==> src/rtl/core/stt_pkg.sv <==
// ----------------------------------------------------------------------------
// Software timer table package
// Types, codes and constants shared by the timer table controller and its
// entry memory.
// ----------------------------------------------------------------------------
package stt_pkg;

  localparam int unsigned NUM_TIMERS_DEF = 16;
  localparam int unsigned MAX_TABLE      = 16;
  localparam int unsigned IDX_W          = 4;
  localparam int unsigned TIME_W         = 32;
  localparam int unsigned DATA_W         = 8;

  localparam logic [TIME_W-1:0] NO_DEADLINE = 32'hffff_ffff;

  localparam logic [2:0] KIND_TICK    = 3'd0;
  localparam logic [2:0] KIND_ALLOC   = 3'd1;
  localparam logic [2:0] KIND_FREE    = 3'd2;
  localparam logic [2:0] KIND_INIT    = 3'd3;
  localparam logic [2:0] KIND_SETTIME = 3'd4;

  localparam logic RES_ALLOC  = 1'b0;
  localparam logic RES_EXPIRY = 1'b1;

  typedef enum logic [1:0] {
    ST_FREE  = 2'd0,
    ST_ALLOC = 2'd1,
    ST_ARMED = 2'd2
  } status_e;

  typedef struct packed {
    logic              status_en;
    logic              deadline_en;
    logic              data_en;
    logic [IDX_W-1:0]  addr;
    status_e           status;
    logic [TIME_W-1:0] deadline;
    logic [DATA_W-1:0] data;
  } wr_req_t;

  typedef struct packed {
    status_e           status;
    logic [TIME_W-1:0] deadline;
    logic [DATA_W-1:0] data;
  } rd_rsp_t;

endpackage

==> src/rtl/core/stt_table.sv <==
// ----------------------------------------------------------------------------
// Timer entry memory
// Synchronous memory holding status, deadline and data of each timer entry,
// with one write port, one registered read port and a valid bit per entry so
// that entries read as free after reset.
// ----------------------------------------------------------------------------
module stt_table
  import stt_pkg::*;
#(
  parameter int unsigned TABLE_SIZE = MAX_TABLE
) (
  input  logic             clk_i,
  input  logic             rst_ni,
  input  wr_req_t          wr_req_i,
  input  logic             rd_en_i,
  input  logic [IDX_W-1:0] rd_addr_i,
  output rd_rsp_t          rd_rsp_o
);

  localparam int unsigned IdxW = (TABLE_SIZE > 1) ? $clog2(TABLE_SIZE) : 1;

  status_e           status_mem   [TABLE_SIZE];
  logic [TIME_W-1:0] deadline_mem [TABLE_SIZE];
  logic [DATA_W-1:0] data_mem     [TABLE_SIZE];

  logic [TABLE_SIZE-1:0] valid_q;
  logic                  rd_valid_q;
  status_e               rd_status_q;
  logic [TIME_W-1:0]     rd_deadline_q;
  logic [DATA_W-1:0]     rd_data_q;
  logic [IdxW-1:0]       wr_addr;
  logic [IdxW-1:0]       rd_addr;

  assign wr_addr = wr_req_i.addr[IdxW-1:0];
  assign rd_addr = rd_addr_i[IdxW-1:0];

  always_ff @(posedge clk_i or negedge rst_ni) begin
    if (!rst_ni) begin
      valid_q    <= '0;
      rd_valid_q <= 1'b0;
    end else begin
      if (wr_req_i.status_en) begin
        valid_q[wr_addr] <= 1'b1;
      end
      if (rd_en_i) begin
        rd_valid_q <= valid_q[rd_addr];
      end
    end
  end

  always_ff @(posedge clk_i) begin
    if (wr_req_i.status_en) begin
      status_mem[wr_addr] <= wr_req_i.status;
    end
    if (wr_req_i.deadline_en) begin
      deadline_mem[wr_addr] <= wr_req_i.deadline;
    end
    if (wr_req_i.data_en) begin
      data_mem[wr_addr] <= wr_req_i.data;
    end
    if (rd_en_i) begin
      rd_status_q   <= status_mem[rd_addr];
      rd_deadline_q <= deadline_mem[rd_addr];
      rd_data_q     <= data_mem[rd_addr];
    end
  end

  assign rd_rsp_o.status   = rd_valid_q ? rd_status_q : ST_FREE;
  assign rd_rsp_o.deadline = rd_deadline_q;
  assign rd_rsp_o.data     = rd_data_q;

  // The controller never reads an entry in the cycle it writes it.
  a_no_same_entry: assert property (@(posedge clk_i) disable iff (!rst_ni)
    rd_en_i && (wr_req_i.status_en || wr_req_i.deadline_en || wr_req_i.data_en)
    |-> wr_req_i.addr != rd_addr_i)
    else $error("read and write address the same entry");

  a_rd_in_range: assert property (@(posedge clk_i) disable iff (!rst_ni)
    rd_en_i |-> {1'b0, rd_addr_i} < (IDX_W + 1)'(TABLE_SIZE))
    else $error("read address beyond the table");

  a_wr_marks_valid: assert property (@(posedge clk_i) disable iff (!rst_ni)
    wr_req_i.status_en |=> valid_q[$past(wr_addr)])
    else $error("status write did not mark the entry valid");

endmodule

==> src/rtl/core/software_timer_table.sv <==
// ----------------------------------------------------------------------------
// Software timer table
// Table of timers with a free-running tick count and the earliest pending
// deadline; allocates entries and reports expired timers in index order.
// ----------------------------------------------------------------------------
// Free, init, set time and a tick before the deadline never raise busy. An
// alloc reads the entries one per cycle from the entry memory and replies when
// it finds a free entry or reaches the last one; busy drops with the reply.
// A deadline tick scans all entries through the memory read port, one a cycle,
// then flushes before busy drops; at most one result appears a cycle.
// After reset all entries are free, the count is zero and the deadline is all
// ones, at once. Results are strobed for one cycle; the receiver cannot stall.
// ----------------------------------------------------------------------------
module software_timer_table
  import stt_pkg::*;
#(
  parameter int unsigned NUM_TIMERS = NUM_TIMERS_DEF
) (
  input  logic              clk_i,
  input  logic              rst_ni,
  input  logic              start,
  output logic              busy,
  input  logic [2:0]        kind_i,
  input  logic [IDX_W-1:0]  timer_index_i,
  input  logic [TIME_W-1:0] timeout_i,
  input  logic [DATA_W-1:0] data_i,
  output logic              result_valid_o,
  output logic              result_kind_o,
  output logic [IDX_W-1:0]  timer_index_res_o,
  output logic [DATA_W-1:0] data_res_o,
  output logic              alloc_failed_o,
  output logic              last_o
);

  localparam int unsigned TableSize = (NUM_TIMERS < MAX_TABLE) ? NUM_TIMERS : MAX_TABLE;
  localparam int unsigned IdxW      = (TableSize > 1) ? $clog2(TableSize) : 1;

  typedef enum logic [1:0] {
    S_IDLE,
    S_SCAN,
    S_FLUSH
  } state_e;

  state_e            state_q, state_d;
  logic              op_alloc_q, op_alloc_d;
  logic [IdxW-1:0]   cnt_q, cnt_d;
  logic [TIME_W-1:0] tick_q, tick_d;
  logic [TIME_W-1:0] nd_q, nd_d;
  logic              pend_v_q, pend_v_d;
  logic [IDX_W-1:0]  pend_idx_q, pend_idx_d;
  logic [DATA_W-1:0] pend_data_q, pend_data_d;
  logic              res_v_q, res_v_d;
  logic              res_kind_q, res_kind_d;
  logic [IDX_W-1:0]  res_idx_q, res_idx_d;
  logic [DATA_W-1:0] res_data_q, res_data_d;
  logic              res_fail_q, res_fail_d;
  logic              res_last_q, res_last_d;

  wr_req_t           wr_req;
  rd_rsp_t           rd_rsp;
  logic              rd_en;
  logic [IDX_W-1:0]  rd_addr;
  logic [TIME_W-1:0] tick_inc;
  logic [TIME_W-1:0] set_dl;
  logic              in_table;
  logic              last_entry;
  logic [IdxW-1:0]   cnt_nxt;

  assign busy     = (state_q != S_IDLE);
  assign tick_inc = tick_q + 32'd1;
  assign set_dl   = timeout_i + tick_q;
  assign in_table = {1'b0, timer_index_i} < (IDX_W + 1)'(TableSize);
  assign cnt_nxt  = cnt_q + IdxW'(1);
  assign last_entry = (cnt_q == IdxW'(TableSize - 1));

  always_comb begin
    state_d     = state_q;
    op_alloc_d  = op_alloc_q;
    cnt_d       = cnt_q;
    tick_d      = tick_q;
    nd_d        = nd_q;
    pend_v_d    = pend_v_q;
    pend_idx_d  = pend_idx_q;
    pend_data_d = pend_data_q;
    res_v_d     = 1'b0;
    res_kind_d  = res_kind_q;
    res_idx_d   = res_idx_q;
    res_data_d  = res_data_q;
    res_fail_d  = res_fail_q;
    res_last_d  = res_last_q;
    wr_req      = '0;
    wr_req.addr = timer_index_i;
    rd_en       = 1'b0;
    rd_addr     = '0;

    case (state_q)
      S_IDLE: begin
        if (start) begin
          case (kind_i)
            KIND_TICK: begin
              tick_d = tick_inc;
              if (!(nd_q > tick_inc)) begin
                nd_d       = NO_DEADLINE;
                state_d    = S_SCAN;
                op_alloc_d = 1'b0;
                cnt_d      = '0;
                pend_v_d   = 1'b0;
                rd_en      = 1'b1;
              end
            end
            KIND_ALLOC: begin
              state_d    = S_SCAN;
              op_alloc_d = 1'b1;
              cnt_d      = '0;
              rd_en      = 1'b1;
            end
            KIND_FREE: begin
              wr_req.status_en = in_table;
              wr_req.status    = ST_FREE;
            end
            KIND_INIT: begin
              wr_req.data_en = in_table;
              wr_req.data    = data_i;
            end
            KIND_SETTIME: begin
              wr_req.status_en   = in_table;
              wr_req.deadline_en = in_table;
              wr_req.status      = ST_ARMED;
              wr_req.deadline    = set_dl;
              if (in_table && (nd_q > set_dl)) begin
                nd_d = set_dl;
              end
            end
            default: begin
            end
          endcase
        end
      end
      S_SCAN: begin
        cnt_d       = cnt_nxt;
        wr_req.addr = IDX_W'(cnt_q);
        if (!last_entry) begin
          rd_en   = 1'b1;
          rd_addr = IDX_W'(cnt_nxt);
        end
        if (op_alloc_q) begin
          if (rd_rsp.status == ST_FREE) begin
            wr_req.status_en = 1'b1;
            wr_req.status    = ST_ALLOC;
            res_v_d    = 1'b1;
            res_kind_d = RES_ALLOC;
            res_idx_d  = IDX_W'(cnt_q);
            res_data_d = '0;
            res_fail_d = 1'b0;
            res_last_d = 1'b1;
            state_d    = S_IDLE;
          end else if (last_entry) begin
            res_v_d    = 1'b1;
            res_kind_d = RES_ALLOC;
            res_idx_d  = '0;
            res_data_d = '0;
            res_fail_d = 1'b1;
            res_last_d = 1'b1;
            state_d    = S_IDLE;
          end
        end else begin
          if (rd_rsp.status == ST_ARMED) begin
            if (rd_rsp.deadline <= tick_q) begin
              wr_req.status_en = 1'b1;
              wr_req.status    = ST_ALLOC;
              if (pend_v_q) begin
                res_v_d    = 1'b1;
                res_kind_d = RES_EXPIRY;
                res_idx_d  = pend_idx_q;
                res_data_d = pend_data_q;
                res_fail_d = 1'b0;
                res_last_d = 1'b0;
              end
              pend_v_d    = 1'b1;
              pend_idx_d  = IDX_W'(cnt_q);
              pend_data_d = rd_rsp.data;
            end else if (nd_q > rd_rsp.deadline) begin
              nd_d = rd_rsp.deadline;
            end
          end
          if (last_entry) begin
            state_d = S_FLUSH;
          end
        end
      end
      S_FLUSH: begin
        if (pend_v_q) begin
          res_v_d    = 1'b1;
          res_kind_d = RES_EXPIRY;
          res_idx_d  = pend_idx_q;
          res_data_d = pend_data_q;
          res_fail_d = 1'b0;
          res_last_d = 1'b1;
        end
        pend_v_d = 1'b0;
        state_d  = S_IDLE;
      end
      default: begin
        state_d = S_IDLE;
      end
    endcase
  end

  always_ff @(posedge clk_i or negedge rst_ni) begin
    if (!rst_ni) begin
      state_q     <= S_IDLE;
      op_alloc_q  <= 1'b0;
      cnt_q       <= '0;
      tick_q      <= '0;
      nd_q        <= NO_DEADLINE;
      pend_v_q    <= 1'b0;
      pend_idx_q  <= '0;
      pend_data_q <= '0;
      res_v_q     <= 1'b0;
      res_kind_q  <= RES_ALLOC;
      res_idx_q   <= '0;
      res_data_q  <= '0;
      res_fail_q  <= 1'b0;
      res_last_q  <= 1'b0;
    end else begin
      state_q     <= state_d;
      op_alloc_q  <= op_alloc_d;
      cnt_q       <= cnt_d;
      tick_q      <= tick_d;
      nd_q        <= nd_d;
      pend_v_q    <= pend_v_d;
      pend_idx_q  <= pend_idx_d;
      pend_data_q <= pend_data_d;
      res_v_q     <= res_v_d;
      res_kind_q  <= res_kind_d;
      res_idx_q   <= res_idx_d;
      res_data_q  <= res_data_d;
      res_fail_q  <= res_fail_d;
      res_last_q  <= res_last_d;
    end
  end

  stt_table #(
    .TABLE_SIZE (TableSize)
  ) u_table (
    .clk_i     (clk_i),
    .rst_ni    (rst_ni),
    .wr_req_i  (wr_req),
    .rd_en_i   (rd_en),
    .rd_addr_i (rd_addr),
    .rd_rsp_o  (rd_rsp)
  );

  assign result_valid_o    = res_v_q;
  assign result_kind_o     = res_kind_q;
  assign timer_index_res_o = res_idx_q;
  assign data_res_o        = res_data_q;
  assign alloc_failed_o    = res_fail_q;
  assign last_o            = res_last_q;

  // An alloc always starts a scan, so the block is busy in the next cycle.
  a_alloc_scans: assert property (@(posedge clk_i) disable iff (!rst_ni)
    start && !busy && (kind_i == KIND_ALLOC) |=> busy)
    else $error("alloc transaction did not start a scan");

  a_alloc_last: assert property (@(posedge clk_i) disable iff (!rst_ni)
    result_valid_o && (result_kind_o == RES_ALLOC) |-> last_o && !busy)
    else $error("alloc reply not final or block still busy");

  a_fail_shape: assert property (@(posedge clk_i) disable iff (!rst_ni)
    result_valid_o && alloc_failed_o
    |-> (result_kind_o == RES_ALLOC) && (timer_index_res_o == '0))
    else $error("malformed failed alloc reply");

endmodule
==> config.mk <==
export PLATFORM = sky130hd
export DESIGN_NAME = software_timer_table
export DESIGN_NICKNAME = d
export VERILOG_FILES = /design/src/rtl/core/stt_pkg.sv /design/src/rtl/core/stt_table.sv /design/src/rtl/core/software_timer_table.sv
export SDC_FILE = /design/constraint.sdc
export NUM_CORES = 1
export LEC_CHECK = 0
export BUFFER_PORTS_ARGS = -buffer_cell sky130_fd_sc_hd__buf_2
export CAP_MARGIN = 10
export CORE_ASPECT_RATIO = 0.6
export CORE_MARGIN = 4
export CORE_UTILIZATION = 60
export DETAILED_ROUTE_END_ITERATION = 7
export PLACE_DENSITY = 0.84
export SETUP_SLACK_MARGIN = 0.05
export SLEW_MARGIN = 0
export SYNTH_ARGS = -nofsm -noshare
export SYNTH_HDL_FRONTEND = slang
export SYNTH_SLANG_ARGS = --single-unit
==> constraint.sdc <==
create_clock -name clk_i -period 10.8 [get_ports clk_i]
set_input_delay 0.54 -clock clk_i [delete_from_list [all_inputs] [get_ports clk_i]]
set_output_delay 0.54 -clock clk_i [all_outputs]
set_load 0.02 [all_outputs]
---- Yosys cells after proc, flatten, opt, wreduce, memory -nomap -nowiden ----
Memory sizes are Yosys's and may differ from the RTL's. A register that Yosys moved wholly into a read port is not among the register bits.
Cells that the tools add are included.
word-level totals
  output and inout bits ................... 17
  bits in writable memories ............... 672
  input bits .............................. 50
  logic and storage cells ................. 188
  register bits ........................... 117
  memories ................................ 3
memory list
  name                  words  bits a word  rd ports  clocked after memory_dff  write ports  RTL line         RTL
  u_table.deadline_mem  16     32           1         1                         1            stt_table.sv:23  logic [TIME_W-1:0] deadline_mem [TABLE_SIZE];
  u_table.data_mem      16     8            1         1                         1            stt_table.sv:24  logic [DATA_W-1:0] data_mem [TABLE_SIZE];
  u_table.status_mem    16     2            1         1                         1            stt_table.sv:22  status_e status_mem [TABLE_SIZE];
cells by class
  bitwise gates (word level) .............. 2
  muxes and demuxes ....................... 110
  add/subtract/negate cells ............... 3
  order comparisons ....................... 7
  equality and inequality tests ........... 28
  reduce and logical (&&, ||, !) cells .... 19
operator list
  cell                                                                   number
  32-bit two-way mux                                                     8
  32-bit case mux with 2 select lines                                    2
  32-bit > comparator                                                    3
  8-bit two-way mux                                                      7
  1-bit two-way mux                                                      51
  4-bit two-way mux                                                      11
  42-bit two-way mux                                                     1
  40-bit two-way mux                                                     1
  32-bit by 1-bit adder with 32-bit output (second input constant)       1
  32-bit adder                                                           1
  32-bit less-or-equal comparator                                        1
  4-bit case mux with 2 select lines                                     3
  3-bit inequality test (second input constant)                          7
  2-bit two-way mux                                                      10
  2-bit inequality test (second input constant)                          9
  16-bit bitwise OR                                                      1
  1-bit case mux with 2 select lines                                     8
  8-bit case mux with 2 select lines                                     1
  4-bit AND reduction                                                    4
  2-bit case mux with 2 select lines                                     3
  4-bit by 5-bit < comparator with 1-bit output (second input constant)  2
  9-bit AND reduction                                                    1
  2-bit nonzero test                                                     4
  7-bit AND reduction                                                    1
  other kinds (24)                                                       28

---- Logic depth before layout (Yosys ltp) ----
Gate-level depths: netlist of run 1.
  word-level depth ........................ 7
  depth in mapped cells ................... 22
  gate-level depth less buffers ........... 21

---- Modules after synthesis ----
Synthesis of run 1 repeated with hierarchy kept, for this count alone.
second synthesis, totals
  cell total of the unflattened synthesis .. 2229
  area total of the unflattened synthesis .. 37604.8 sq um
by module, submodules not included
  module                cells an instance  area each (sq um)  instances
  stt_table             1086               27397.5            1
  software_timer_table  1143               10207.3            1

---- Least setup slack after synthesis of run 1 ----
OpenSTA, ideal clock, no wires.
  kind .................................... register to register
  start ................................... register tick_q[1]
  end ..................................... register u_table.rd_data_q[0], read port of u_table.data_mem, enable pin
  stages on the path, launching flop included .. 19
  setup slack ............................. 3203 ps
  required time ........................... 10296 ps
  setup time .............................. 504 ps
  arrival time ............................ 7093 ps
  cell sequence ........................... dfrtp_1 -> ha_1 -> and3_1 -> nand4_2 -> nor4_1 -> nand3_1 -> or3_1 -> nor3_4 -> nand3_1 -> nor2_1 -> xnor2_1 -> ha_1 -> and4_1 -> and2_1 -> nand2_1 -> or3_1 -> a22o_1 -> and2_1 -> o21ai_0
between the ends
  longest elaborated chain between the ends .. 6
RTL lines
  element                                   RTL line                     RTL
  start, declared                           software_timer_table.sv:47   logic [TIME_W-1:0] tick_q, tick_d;
  start signal, assigned                    software_timer_table.sv:229  tick_q <= tick_d;
  32-bit by 1-bit adder with 32-bit output  software_timer_table.sv:70   assign tick_inc = tick_q + 32'd1;
  32-bit > comparator                       software_timer_table.sv:102  if (!(nd_q > tick_inc)) begin
  1-bit two-way mux                         software_timer_table.sv:102
  1-bit case mux with 2 select lines        software_timer_table.sv:99   case (kind_i)
  1-bit two-way mux                         software_timer_table.sv:98   if (start) begin
  1-bit case mux with 2 select lines        software_timer_table.sv:96   case (state_q)
  via rd_en                                 software_timer_table.sv:61   logic rd_en;
  end, declared                             stt_table.sv:30              logic [DATA_W-1:0] rd_data_q;
The timed path passes the listed nets, and every way through them passes these cells.
A chain may end at the register's enable or synchronous reset.

---- Final worst setup path of run 1 ----
  start ................................... register tick_q[0]
  end ..................................... register nd_q[13]
between the ends
  longest elaborated chain between the ends .. 5
  elaborated cells between the ends (all ways) .. 13
  those cells by class .................... 2 x add/sub; 3 x order compare; 3 x eq/ne; 4 x mux; 1 x reduce/logical
RTL lines
  element                                               RTL line                     RTL
  branches (longest 5 deep; another with 32-bit adder)  --
  end signal, assigned                                  software_timer_table.sv:230  nd_q <= nd_d;
  end, declared                                         software_timer_table.sv:48   logic [TIME_W-1:0] nd_q, nd_d;
Several ways; the timed one is not identified. The select of a mux whose other input is x is not followed.

==> results.yml, run 1 <==
placement:
  gp_congestion: 0.9340
  placed_area_sq_um: 38900
  port_buffers: 66
  dpl.hpwl_mm: 64.58
setup_path:
  cp_cell_sequence: "ha_1, and3_1, nand4_2, nor4_1, nand3_1, or3_1, nor3_4, nand3_1, nor2_1, xnor2_1, ha_1, and4_1, and2_1, nand2_1, or3_1, a22o_1, a221oi_1, nand3_4, mux2_4"
  path_buf_inv: 0
  critPathCaptureType: "register"
  cpPeakStageDelay_ns: 0.61
  path_max_fanout: 32
  path_class: "reg -> reg"
  slowest_stage: "nand3_4"
  crit_path_start_kind: "register"
  crit_required_ns: 11.34
  crit_family: "simple AND/OR/NAND/NOR gates"
  arrival_ns: 6.82
sta:
  slew_violations: 0
  fmax_mhz: 159.2
  hold_viol: 0
  tightest_slew_ns: 1.378
  period_needed_ns: 6.282
  setup_viol_count_final: 0
  slew_headroom_pct: 7.797
  finalCritPeriodShare_pct: 58.17
  fin_skew_ns: 0.04459
  rsz0062_at_grt: "no"
  tns_ns: 0
drt:
  viasPerCell: 6.749
  vias: 26540
  first_iter_violations: 4577
  wl_mm: 104.2
  drt_first_pass_iters: 6
  avgRoutedWirePerCell_um: 26.49
  drc: 0
  ant_nets: 0
floorplan:
  die_area_sq_um: 66970
  num_rows: 70
  core_area_sq_um: 61480
  fp.dieH_um: 202.1
  start_util_pct: 61.25
  ios: 67
  die_w_um: 331.4
min_path:
  hold_class: "in -> reg"
cts:
  path_clk_slew_ns: 0.06
  cts_root_buf: "clkbuf_16"
  cts_tree: "built"
  htreeDepth: 3
  cts_made_buffers: 72
  cts_setup_buffers: 0
  clock_latency_ns: 0.65
  cts_buffer_depth: 3
  clock_sinks: 831
yosys:
  synth_warnings: 0
  syn_nets: 3234
  yosys-top-cells-count: "714 x edfxtp_1, 423 x nand2_1, 275 x nor2_1"
  ys.flop_type: "edfxtp_1"
  avgSynthCellArea_sq_um: 12.47
  synth-seq-area-share_pct: 64.81
  synth_edf_count: 714
  async_reset_ff_share_pct: 14.08
  synth_most_common_cell: "edfxtp_1"
  syn_inst: 3021
  postSynthRegisterBits: 831
  synth_top_cell_area_share_pct: 56.93
  yosys-top-cells-area: "edfxtp_1 57%, dfrtp_1 5.6%, ha_1 5.4%"
  synth_area_sq_um: 37660
  yosysTopAreaCell: "edfxtp_1"
  synth.distinct_cells: 82
global_route:
  grt.total_usage_pct: 30.49
  grt_antenna_before_repair: 2
  grt_pass1_wl_mm: 156.1
  grt_pass1_vias: 25790
  grt-ovfl-total: 0
  grt_max_degree: 174
pwr:
  ir_drop_mv: 0.2499
  p_leak_uw: 0.01502
  power_density_nw_per_um2: 241.9
  power_uw: 9978
layout:
  fin_nets: 3261
  fin_area_sq_um: 41250
  area_growth_pct: 9.545
  drive_gt1_share_pct: 11.66
  fill_cells: 4106
run:
  cap_violations: 0
outcome:
  run_status: "finished clean"
tightest hold or removal path: stages:
cell and delay, ns:
buf_2 0.15, inv_1 0.07, o21ai_0 0.08
path summary, 6_finish.rpt:
path / end / from / depth (start not counted) / slack (ns)
setup / recovery: nd_q[13] / tick_q[0] / 19 / 4.52
hold / removal: op_alloc_q / kind_i[0] / 3 / 0.24
setup reg to reg: nd_q[13] / tick_q[0] / 19 / 4.52
hold reg to reg: u_table.valid_q[7] / u_table.valid_q[7] / 1 / 0.47
max in group asynchronous: tick_q[0] / rst_ni / 3 / 8.96
min in group asynchronous: result_valid_o / rst_ni / 2 / 0.54
layout by cell type (no fill, tap or decap), types with 85 or more instances in the layout:
| cell type | count |
|---|---|
| o211ai_1 | 92 |
| o221ai_1 | 86 |
| dfrtp_1 | 85 |
| a31oi_1 | 135 |
| ha_1 | 161 |
| nand2_1 | 419 |
| nand3_1 | 119 |
| edfxtp_1 | 714 |
| nor2_1 | 268 |
| inv_1 | 95 |
sequential cells by signal, indices dropped and copies added (netlist names), 2 cells and up:
| register | flops |
|---|---|
| u_table.status_mem | 32 |
| nd_q | 32 |
| u_table.rd_data_q | 8 |
| u_table.rd_status_q | 2 |
| timer_index_res_o | 4 |
| data_res_o | 8 |
| cnt_q | 4 |
| u_table.valid_q | 16 |
| pend_idx_q | 4 |
| u_table.rd_deadline_q | 32 |
| tick_q | 32 |
| u_table.deadline_mem | 512 |
| state_q | 2 |
| pend_data_q | 8 |
| u_table.data_mem | 128 |
cells by family after synthesis:
logic type	count (synthesis)	share of synthesized area (%)
and+or+nand+nor	1040	12.16
adders and majority gates	165	5.495
muxes	44	1.668
DFF	831	64.81
buffers and inverters	258	2.711
AOI/OAI and AO/OA	593	11.04
xor gates and xnor gates	90	2.113
metrics by stage:
stage	setup WS (ns)	hold slack [ns]	util, %	instances
after global routing	4.238	0.2364	67.09	3932
final	4.518	0.2405	67.10	3933
after CTS	4.592	0.2008	67.02	3927
after detailed placement	4.641	0.4519	63.26	3796
after floorplan	3.203	0.2444	-	3021
after global placement	4.851	0.4504	63.24	3795
final cells by class:
type | count | area (sq um) | share of cell area [%]
antenna | 1 | 2.502 | 0.006066
clock buffer | 89 | 1919 | 4.652
clock inverter | 41 | 379.1 | 0.9190
inverter | 95 | 356.6 | 0.8644
multi-input combinational | 1932 | 12410 | 30.07
sequential | 831 | 24410 | 59.17
tap | 828 | 1036 | 2.511
timing repair buffer | 116 | 747.0 | 1.811
layer usage:
layer  GRT usage [%]  vias to the layer above  routed length, um  part of all wire [%]
met3           10.45                      239              16730                    16
met5               0                        -                  7                0.0067
li1                -                    11400                  -                     -
met1           45.27                    12840              41410                    40
met2           43.36                     2064              43620                    42
met4           7.825                        2               2399                   2.3
what timing repair did:
item	4_1_cts	5_1_grt
hold endpoints to repair	9	0
setup endpoints to repair	0	0
resized for setup	0	0
hold buffers	1	0
report_power, final:
group / internal (uW) / total, uW / leakage, uW / switching, uW
clock network: 1400 / 2570 / 0.00113 / 1170
logic: 1150 / 3340 / 0.00586 / 2180
registers: 3810 / 4070 / 0.00803 / 258
No activity file was read; power rests on OpenSTA's default activity.
==> run 2: changes to the inputs <==
Settings changed: ABC_AREA set to 1.
Clock period 10.8 ns to 6.2 ns, I/O delays scaled along.
==> results.yml, run 2 <==
setup_path:
  slowest_stage: "nor3_1"
  critPathCaptureType: "register"
  r2r_slack_ns: 0.34
  cp_cell_sequence: "ha_1, nand2_1, inv_1, nand3_1, nor2_1, nand2_1, nor3_1, nand4_1, nor4_1, xor2_1, ha_1, nand2_1, nor2_1, nand4_1, nor4_2, nand3_1, a21boi_1, nand2_1, nand2_1, nor3_4, buf_4, nand3_1, nand2_1"
  crit_required_ns: 6.75
  path_class: "reg -> reg"
  path_max_fanout: 24
  cpMostUsedCell: "nand2_1"
  cpPeakStageDelay_ns: 0.50
  crit_path_start_kind: "register"
  arrival_ns: 6.41
drt:
  drc: 0
  avgRoutedWirePerCell_um: 24.72
  first_iter_violations: 4736
  drt_first_pass_iters: 6
  vias: 28480
  ant_nets: 0
  viasPerCell: 6.588
  wl_mm: 106.9
yosys:
  synth_most_common_cell: "edfxtp_1"
  synth-seq-area-share_pct: 62.35
  synth_fa_ha_area_share_pct: 5.229
  yosys-top-cells-count: "714 x edfxtp_1, 462 x nand2_1, 311 x o21ai_0"
  synth_top_cell_area_share_pct: 54.77
  postSynthRegisterBits: 831
  avgSynthCellArea_sq_um: 11.48
  async_reset_ff_share_pct: 14.08
  synth_warnings: 0
  synth_xor_area_share_pct: 1.051
  synth_area_sq_um: 39150
  synth-simple-area-share_pct: 11.83
  syn_inst: 3411
  synth_top_family_by_area: "simple AND/OR/NAND/NOR gates"
  synthMuxAreaShare_pct: 4.270
  synth.distinct_cells: 53
  yosysTopAreaCell: "edfxtp_1"
  synth_compound_area_share_pct: 10.49
  synth_edf_count: 714
  yosys-top-cells-area: "edfxtp_1 55%, dfrtp_1 5.4%, ha_1 5.2%"
  syn_nets: 3624
  ys.flop_type: "edfxtp_1"
sta:
  finalCritPeriodShare_pct: 94.47
  fmax_mhz: 170.7
  fin_skew_ns: 0.02592
  period_needed_ns: 5.857
  slew_headroom_pct: 13.11
  hold_viol: 0
  setup_ws_ns: 0.3431
  rsz0062_at_grt: "no"
  worst_hold_slack_ns: 0.02645
  setup_viol_count_final: 0
  slew_violations: 0
  tightest_slew_ns: 1.299
  tns_ns: 0
cts:
  cts_buffer_depth: 3
  htreeDepth: 3
  clock_sinks: 831
  cts_made_buffers: 70
  clock_latency_ns: 0.63
  cts_root_buf: "clkbuf_16"
  path_clk_slew_ns: 0.08
  cts_tree: "built"
  cts_setup_buffers: 0
pwr:
  comb_power_share_pct: 35.0
  pwr-share-clk_pct: 24.8
  power_density_nw_per_um2: 418.0
  power.internal_uw: 11060
  ir_drop_mv: 0.3673
  p_sw_uw: 6786
  p_leak_uw: 0.01553
  switching_share_pct: 38.02
  seqPwrFrac_pct: 40.3
floorplan:
  ios: 67
  core_area_sq_um: 64500
  fp.dieH_um: 205.9
  die_area_sq_um: 69530
  die_w_um: 337.8
  start_util_pct: 60.69
  num_rows: 72
global_route:
  grt.total_usage_pct: 30.52
  grt_max_degree: 188
  grt-ovfl-total: 0
  grt_pass1_vias: 26800
  grt_pass1_wl_mm: 160.6
  grt_antenna_before_repair: 3
layout:
  n_antenna_cell: 0
  fin_nets: 3632
  fill_cells: 4431
  largest_reg_flops: 512
  layout_commonest_cell: "edfxtp_1"
  regMostFlops: "u_table.deadline_mem"
  area_growth_pct: 9.074
  layout_common_cells: "714 x edfxtp_1, 460 x nand2_1, 310 x o21ai_0"
  drive_gt1_share_pct: 8.900
  fin_area_sq_um: 42700
  top_regs: "u_table.deadline_mem (512), u_table.data_mem (128)"
placement:
  dp_slack_ns: 0.7006
  placed_area_sq_um: 40450
  gp_congestion: 0.9739
  dpl.hpwl_mm: 66.64
  port_buffers: 66
outcome:
  run_status: "finished clean"
min_path:
  hold_class: "in -> reg"
run:
  cap_violations: 0
==> run 2: cell count changes in the layout (fill, tap and decap cells not counted), sizes merged, moves of 63 or more <==
cell,delta
a31oi,-130
inv,+206
mux2i,+165
nor2,-80
nor3,+105
o211ai,-63
o21ai,+249
xnor2,-65
==> run 2: cell families (layout without fill, tap and decap cells) <==
group                    Yosys count  count (layout)
AND/OR/NAND/NOR                 1058            1058
adder cells (fa/ha/maj)          163             163
XOR/XNOR                          47              47
buffers and inverters            480             541
flip-flops                       831             831
AO/OA/AOI/OAI                    665             665
multiplexers                     167             167
==> run 2: cell type report <==
| class | instances | area, sq um | area share (%) |
|---|---|---|---|
| clock buffers | 90 | 1868 | 4.375 |
| clock inverters | 35 | 365.4 | 0.8556 |
| inverters | 302 | 1142 | 2.675 |
| multi-input cells | 2100 | 13050 | 30.57 |
| flip-flops and latches | 831 | 24410 | 57.17 |
| well taps | 851 | 1065 | 2.494 |
| repair buffers | 114 | 795.8 | 1.864 |
==> run 2: what timing repair did <==
action	in CTS	in global routing
endpoints found under the hold margin	27	0
gates resized for setup	0	1
endpoints found under the setup margin	0	53
hold buffers	1	0
==> run 2: worst paths after layout <==
path                                          from                 end  cells after the start
worst max-delay path                     tick_q[0]            nd_q[16]                     23
worst max register to register           tick_q[0]            nd_q[16]                     23
max in group asynchronous                   rst_ni            cnt_q[0]                      3
min in group asynchronous                   rst_ni          tick_q[26]                      2
worst min-delay path                     kind_i[2]          op_alloc_q                      4
worst min register to register  u_table.valid_q[5]  u_table.valid_q[5]                      2
==> run 2: power by group through the flow <==
stage                     logic (uW)  clock network (uW)  registers [uW]
final                           6240                4420            7190
after global routing            6790                4680            7210
after CTS                       6080                4430            7160
after detailed placement        5990                   0            7270
after global placement          5760                   0            7260
after floorplan                 4250                   0            7060
==> run 2: per-layer routing <==
metal | track usage (%) | vias to the layer above | part of all wire [%] | routed length, um
met1 | 45.63 | 13500 | 40 | 42780
met5 | 0 | - | 0.014 | 15
met4 | 9.645 | 4 | 3.2 | 3382
met2 | 44.66 | 2244 | 43 | 45910
met3 | 7.142 | 266 | 14 | 14800
li1 | - | 12470 | - | -
==> run 2: metrics by stage <==
step                      utilization (%)  cells  total power [uW]
after CTS                           66.19   4323             17670
final                               66.20   4323             17850
after floorplan                         -   3411             11310
after detailed placement            62.71   4197             13260
after global placement              62.71   4197             13030
after global routing                66.20   4323             18680
==> run 2: critical path: cells and delay by family, from the launching register on <==
kind | cells | cell delay [ns]
AOI/OAI and AO/OA | 1 | 0.24
xor gates and xnor gates | 1 | 0.18
adders and majority gates | 2 | 0.56
buffers and inverters | 2 | 0.49
DFF | 1 | 0.43
and+or+nand+nor | 17 | 3.86
